$ cat config.mk
export PLATFORM = sky130hd
export DESIGN_NAME = salte_front
export DESIGN_NICKNAME = d
export VERILOG_FILES = /design/src/sv/salte_pkg.sv /design/src/sv/salte_front.sv
export SDC_FILE = /design/constraint.sdc
export NUM_CORES = 1
export LEC_CHECK = 0
export BUFFER_PORTS_ARGS = -buffer_cell sky130_fd_sc_hd__buf_2
export CAP_MARGIN = 20
export CORE_MARGIN = 5
export CORE_UTILIZATION = 45
export CTS_CLUSTER_SIZE = 12
export DETAILED_ROUTE_END_ITERATION = 10
export PLACE_DENSITY = 0.62
export SLEW_MARGIN = 0
export SYNTH_ARGS = -nofsm -noshare
export SYNTH_HDL_FRONTEND = slang
export SYNTH_SLANG_ARGS = --single-unit
$ cat constraint.sdc
create_clock -name clk_i -period 8.5 [get_ports clk_i]
set_input_delay 1.275 -clock clk_i [delete_from_list [all_inputs] [get_ports clk_i]]
set_output_delay 1.275 -clock clk_i [all_outputs]
set_load 0.1 [all_outputs]
$ cat src/sv/salte_pkg.sv
package salte_pkg;

  localparam int unsigned ADDR_BITS   = 31;
  localparam int unsigned STAMP_BITS  = 32;
  localparam int unsigned WAY_BITS    = 2;
  localparam int unsigned INDEX_BITS  = 6;
  localparam int unsigned OFFSET_BITS = 4;

  typedef enum logic [1:0] {
    REQ_READ     = 2'd0,
    REQ_PREFETCH = 2'd1,
    REQ_SERVICE  = 2'd2,
    REQ_NONE     = 2'd3
  } req_e;

  typedef enum logic [2:0] {
    ST_HIT      = 3'd0,
    ST_FILLED   = 3'd1,
    ST_QUEUED   = 3'd2,
    ST_SKIPPED  = 3'd3,
    ST_DROPPED  = 3'd4,
    ST_SERVICED = 3'd5,
    ST_IDLE     = 3'd6
  } status_e;

  typedef struct packed {
    logic [1:0]           req_type;
    logic [ADDR_BITS-1:0] address;
  } req_t;

  typedef struct packed {
    logic [2:0]             status;
    logic [WAY_BITS-1:0]    way;
    logic [INDEX_BITS-1:0]  set_index;
    logic [OFFSET_BITS-1:0] word_offset;
    logic [ADDR_BITS-1:0]   line_address;
  } rsp_t;

  // Work passed from the front end to the set engine.
  typedef struct packed {
    logic                 lookup;   // read: hit or fill; else install
    logic                 idle;     // no set access, fixed-status result
    status_e              status;   // fixed status for non-set words
    logic [ADDR_BITS-1:0] address;
  } job_t;

endpackage

$ cat src/sv/salte_front.sv
// Classifies words. Prefetch presence checks need the tag store, so the front
// end only forwards read, service and idle work and handles prefetch after
// asking the set engine for a presence probe.
module salte_front
  import salte_pkg::*;
#(
  parameter int unsigned PENDING_DEPTH = 16
) (
  input  logic clk_i,
  input  logic rst_ni,
  input  req_t req_i,
  input  logic req_valid_i,
  output logic req_ready_o,
  // probe to set engine
  output logic                 probe_valid_o,
  output logic [ADDR_BITS-1:0] probe_addr_o,
  input  logic                 probe_done_i,
  input  logic                 probe_hit_i,
  // job queue
  output job_t job_o,
  output logic job_valid_o,
  input  logic job_ready_i
);

  localparam int unsigned PW = (PENDING_DEPTH > 1) ? $clog2(PENDING_DEPTH) : 1;
  localparam int unsigned CW = $clog2(PENDING_DEPTH + 1);

  typedef enum logic [1:0] {S_IDLE, S_PROBE, S_WAIT} state_e;

  state_e                state_q;
  req_t                  cur_q;
  logic [CW-1:0]         cnt_q;
  logic [ADDR_BITS-1:0]  stack_q [PENDING_DEPTH];
  logic [PENDING_DEPTH-1:0] match;
  logic                  pending;
  logic [ADDR_BITS-1:0]  line;
  logic [ADDR_BITS-1:0]  top;
  job_t                  job;

  assign line = {cur_q.address[ADDR_BITS-1:OFFSET_BITS], OFFSET_BITS'(0)};

  always_comb begin
    for (int k = 0; k < PENDING_DEPTH; k++) begin
      match[k] = (CW'(k) < cnt_q) && (stack_q[k] == line);
    end
  end
  assign pending = |match;
  assign top = (cnt_q != '0) ? stack_q[PW'(cnt_q - CW'(1))] : '0;

  assign req_ready_o   = (state_q == S_IDLE);
  assign probe_valid_o = (state_q == S_PROBE);
  assign probe_addr_o  = cur_q.address;
  assign job_valid_o   = (state_q == S_WAIT);
  assign job_o         = job;

  always_comb begin
    job = '{lookup: 1'b0, idle: 1'b1, status: ST_IDLE, address: '0};
    case (req_e'(cur_q.req_type))
      REQ_READ: begin
        job.lookup  = 1'b1;
        job.idle    = 1'b0;
        job.address = cur_q.address;
      end
      REQ_SERVICE: begin
        if (cnt_q != '0) begin
          job.idle    = 1'b0;
          job.address = top;
          job.status  = ST_SERVICED;
        end
      end
      REQ_PREFETCH: begin
        job.address = line;
        if (probe_hit_i || pending) job.status = ST_SKIPPED;
        else if (cnt_q >= CW'(PENDING_DEPTH)) job.status = ST_DROPPED;
        else job.status = ST_QUEUED;
      end
      default: job.address = '0;
    endcase
  end

  always_ff @(posedge clk_i or negedge rst_ni) begin
    if (!rst_ni) begin
      state_q <= S_IDLE;
      cnt_q   <= '0;
    end else begin
      case (state_q)
        S_IDLE: begin
          if (req_valid_i) begin
            state_q <= (req_e'(req_i.req_type) == REQ_PREFETCH) ? S_PROBE : S_WAIT;
          end
        end
        S_PROBE: if (probe_done_i) state_q <= S_WAIT;
        S_WAIT: begin
          if (job_ready_i) begin
            state_q <= S_IDLE;
            if (req_e'(cur_q.req_type) == REQ_SERVICE && cnt_q != '0) begin
              cnt_q <= cnt_q - CW'(1);
            end
            if (req_e'(cur_q.req_type) == REQ_PREFETCH && job.status == ST_QUEUED) begin
              cnt_q <= cnt_q + CW'(1);
            end
          end
        end
        default: state_q <= S_IDLE;
      endcase
    end
  end

  // Probe hit is held by the set engine until the next probe.
  always_ff @(posedge clk_i) begin
    if (state_q == S_IDLE && req_valid_i) cur_q <= req_i;
    if (state_q == S_WAIT && job_ready_i && req_e'(cur_q.req_type) == REQ_PREFETCH &&
        job.status == ST_QUEUED) begin
      stack_q[PW'(cnt_q)] <= line;
    end
  end

endmodule

; Word level (Yosys, flattened, before mapping)
; Memories as Yosys holds them, arrays and structs flattened.
; Cells that the tools add are included.
[classes]
n_addsub = 2
magnitude_cmp = 17
eq_ne = 25
mux = 16
n_reduce_logical = 30
[op_table]
columns = op, count
row1 = $eq 31x31->1, 16
row2 = $pmux 31 s3, 1
row3 = $lt 4x5->1 const A, 8
row4 = $mux 35, 1
row5 = $logic_and 1x1->1, 22
row6 = $lt 3x5->1 const A, 4
row7 = $reduce_or 16->1, 1
row8 = $lt 1x5->1 const A, 2
row9 = $lt 2x5->1 const A, 2
row10 = $mux 5, 2
row11 = $mux 2, 4
row12 = $eq 2x1->1 const B, 3
row13 = $mux 3, 2
row14 = $pmux 2 s3, 1
row15 = $pmux 3 s2, 1
row16 = $reduce_and 3->1, 2
row17 = $add 5x1->5 const B, 1
row18 = $ge 5x5->1 const B, 1
row19 = $reduce_bool 5->1, 1
row20 = $sub 5x1->5 const B, 1
row21 = $eq 2x2->1 const B, 2
row22 = $logic_not 2->1, 2
row23 = $ne 2x1->1 const B, 2
row24 = $eq 3x2->1 const B, 1
row25 = other kinds (5), 7
[word_totals]
register_bits = 40
mem_bits_rw = 432
input_bits = 39
out_inout_bits = 70
wordCells = 95
memories = 1
[memory_table]
columns = memory, depth, width, rd, rd_ports_with_merged_regs, wr, line_no
row1 = stack_q, 16, 27, 17, 0, 1, salte_front.sv:33  ; logic [ADDR_BITS-1:0] stack_q [PENDING_DEPTH];

; Logic depth before layout (Yosys ltp)
; An unclocked memory read counts as a cell.
[logic_depth]
word_depth = 11
depth_mapped = 12
mapped_depth_nobuf = 9

; Worst setup path after synthesis
; Ideal clock, no wire load.
[synth_timing]
kind = reg2out
startpoint = register cnt_q[0]
endpoint = output job_o[11] in the netlist's numbering
t_arrival_ns = 4.186
required_ns = 7.225
path_slack_ns = 3.039
path_stages_with_launch = 13
path_buffers = 5
path_cell_list = dfrtp_1 -> buf_2 -> buf_2 -> buf_1 -> inv_1 -> ha_1 -> clkbuf_1 -> clkbuf_1 -> mux4_2 -> nand2_1 -> nand3_1 -> a32oi_1 -> nor2_1
[synth_rtl]
columns = element, line_no
row1 = from (decl), salte_front.sv:32  ; logic [CW-1:0] cnt_q;
row2 = from (signal assigned), salte_front.sv:97  ; cnt_q <= cnt_q - CW'(1);
row3 = from (signal assigned), salte_front.sv:100  ; cnt_q <= cnt_q + CW'(1);
row4 = to (decl), salte_front.sv:20  ; output job_t job_o,

==> metrics.csv <==
metric,value,unit
outcome,completed,
Leak,8.82,nW
synth-to-layout area growth,10.6,%
remaining antenna violation count,0,
unrepaired setup endpoints after global routing,no,
DR WL/cell,29.2,µm
Synth Cell Area,24200,µm²
overall die area,58500,µm²
setup TNS,0,ns
number of library cell types mapped by synthesis,53,
GRT overflow,0,
post-route minimum period,5.87,ns
final hold slack,0.491,ns
startpoint types,register,
"EDFF count, synth",465,
total track usage,0.241,
Worst EP arrival,4.60,ns
YS warnings,0,
Mean Syn Cell Area,14.7,µm²
DRT iter0 DRCs,1572,
number of cell rows,85,
CTS root buf,clkbuf_16,
cell with the most instances after synthesis,edfxtp_1,
setup violators final,0,
Synth area leader,edfxtp_1,
FMAX,0.170,GHz
DR pass1 iterations,5,
CTS sink cnt,472,
placed inst area,25200,µm²
IO Port Bufs,108,
Yosys reg bits,472,
Crit Path Max Fanout,45,
CTS resizes,0,
HPWL Detailed,49.7,mm
# fillers,4544,
maximum vdd ir drop,0.155,mV
final wirelength,71.9,mm
GP Congestion,0.980,
vias in the first global route,15100,
first-pass GRT wire length,105,mm
largest net degree at the start of global routing,99,
Final Cell Area,26800,µm²
nets@finish,1771,
H-tree levels,2,
Most used DFF post-synth,edfxtp_1,
most common library cells after synthesis,"edfxtp_1, xor2_1, xnor2_1, nand2_1, mux4_2",
Hold Crit Class,primary input to async pin,
"Reg clk slew, reported paths",0.06,ns
number of hold buffers added after CTS,0,
post-route clock skew,0.0258,ns
Fin. Hold Viols,0,
initial core utilization,0.452,
# Post-CTS Setup Buffers,0,
register area share after synthesis,0.584,
CTS Buffer Depth,3,
clock latency on the worst-skew pair,0.61,ns
critical path class,register to output pin,
Max Slew Vio Count,0,
drt via density,6.00,
area share of the largest cell type after synthesis,0.577,
Tcrit/Tclk final,0.691,
MaxCap Viol Count,0,
routed vias,14700,
WP data required,7.22,ns
R2R cell count,11,
Slew @ Worst Pin,1.11,ns
# DRC,0,
"top cells by area, synth","edfxtp_1, mux4_2, xor2_1, xnor2_1, buf_4",
Num CTS Buffers,53,
layout cells sized above 1,0.202,
Cell Pwr Density,218,nW/µm²
Post-Synthesis Cells,1649,
ANT cells,0,
die height,242,µm
die width,242,µm
initial antenna violation count,1,
"Power, Total",5.85,mW
boundary pin count,109,
slew margin rel.,0.255,
Post-synth ARST share,0.0148,
CTS tree,yes,
Multi-input gate area,9160,µm²
flip-flop and latch area,14100,µm²
Synthesized Nets,1697,
kind of end point of the critical path,output pin,
core area,53500,µm²
cell type report:
cell class / count / area share
repair buffers: 164 / 0.0365
well taps: 696 / 0.0325
multi-input cells: 1022 / 0.342
clock inverters: 25 / 0.00547
inverters: 10 / 0.00140
clock buffers: 69 / 0.0534
flip-flops and latches: 472 / 0.529
cell families (layout without fill, tap and decap cells):
logic type               count (synthesis)  count (layout)  synth area share
multiplexers                           109             109             0.101
flip-flops                             472             472             0.584
AO/OA/AOI/OAI                           65              65            0.0228
XOR/XNOR                               435             435             0.158
buffers and inverters                  155             268            0.0401
AND/OR/NAND/NOR                        404             404            0.0893
adder cells (fa/ha/maj)                  9               9           0.00465
cells in the final DEF (no fill, tap or decap), types with 8 or more instances in the layout:
cell type  synthesis  layout
edfxtp_1         465     465
nor3_1            12      12
xnor2_1          198     197
nand2_1          120     120
a32oi_1           27      27
clkinv_1           0      13
nand3_1           39      39
nor4_1            64      64
nand4_1           64      64
nand3b_1          28      28
buf_4             66      53
inv_1             10      10
mux4_2           108     108
a21oi_1            9       9
clkbuf_1          38      14
buf_2             17     108
and4_1            16      16
ha_1               9       8
clkbuf_16          0      55
xor2_1           236     234
nor2_1            39      39
power breakdown:
part           internal, mW  switching, mW  leakage [nW]
registers              2.60         0.0267          4.27
clock network          1.20          0.923         0.765
logic                 0.315          0.778          3.79
sequential cells by signal, indices dropped and copies added (netlist names):
signal and count:
cur_q 2, probe_addr_o 31, cnt_q 5, stack_q 432, state_q 2
final timing paths:
| kind | start | to | slack [ns] |
|---|---|---|---|
| max in group asynchronous | rst_ni | cnt_q[0] | 7.81 |
| hold reg to reg | state_q[1] | state_q[0] | 0.52 |
| hold / removal | rst_ni | cnt_q[1] | 0.49 |
| setup / recovery | cnt_q[1] | job_o[4] | 2.63 |
| setup reg to reg | probe_addr_o[11] | stack_q[4][20] | 3.87 |
| min in group clk_i | state_q[1] | state_q[0] | 0.52 |
critical path: stages, from the launching register on:
cell and delay (ns):
dfrtp_1 0.71, inv_1 0.28, ha_4 0.70, buf_4 0.72, mux4_2 0.34, nand2_1 0.14
nand3b_1 0.18, a32oi_1 0.20, nor2_1 0.21, buf_2 0.45
stage by stage:
| step | setup slack (ns) | util | std cells |
|---|---|---|---|
| after global routing | 2.47 | 0.500 | 2458 |
| after CTS | 2.32 | 0.500 | 2456 |
| after global placement | 2.99 | 0.470 | 2362 |
| final | 2.63 | 0.500 | 2458 |
| after detailed placement | 2.99 | 0.470 | 2362 |
| after floorplan | 3.04 | - | 1649 |
per-layer routing:
layer	track usage	up-vias	wire length (µm)
li1	-	6349	-
met1	0.324	7597	28800
met2	0.396	660	35000
met3	0.0330	141	4770
met4	0.101	0	3390
met5	0	-	0
Power figures use the tool's default switching activity.
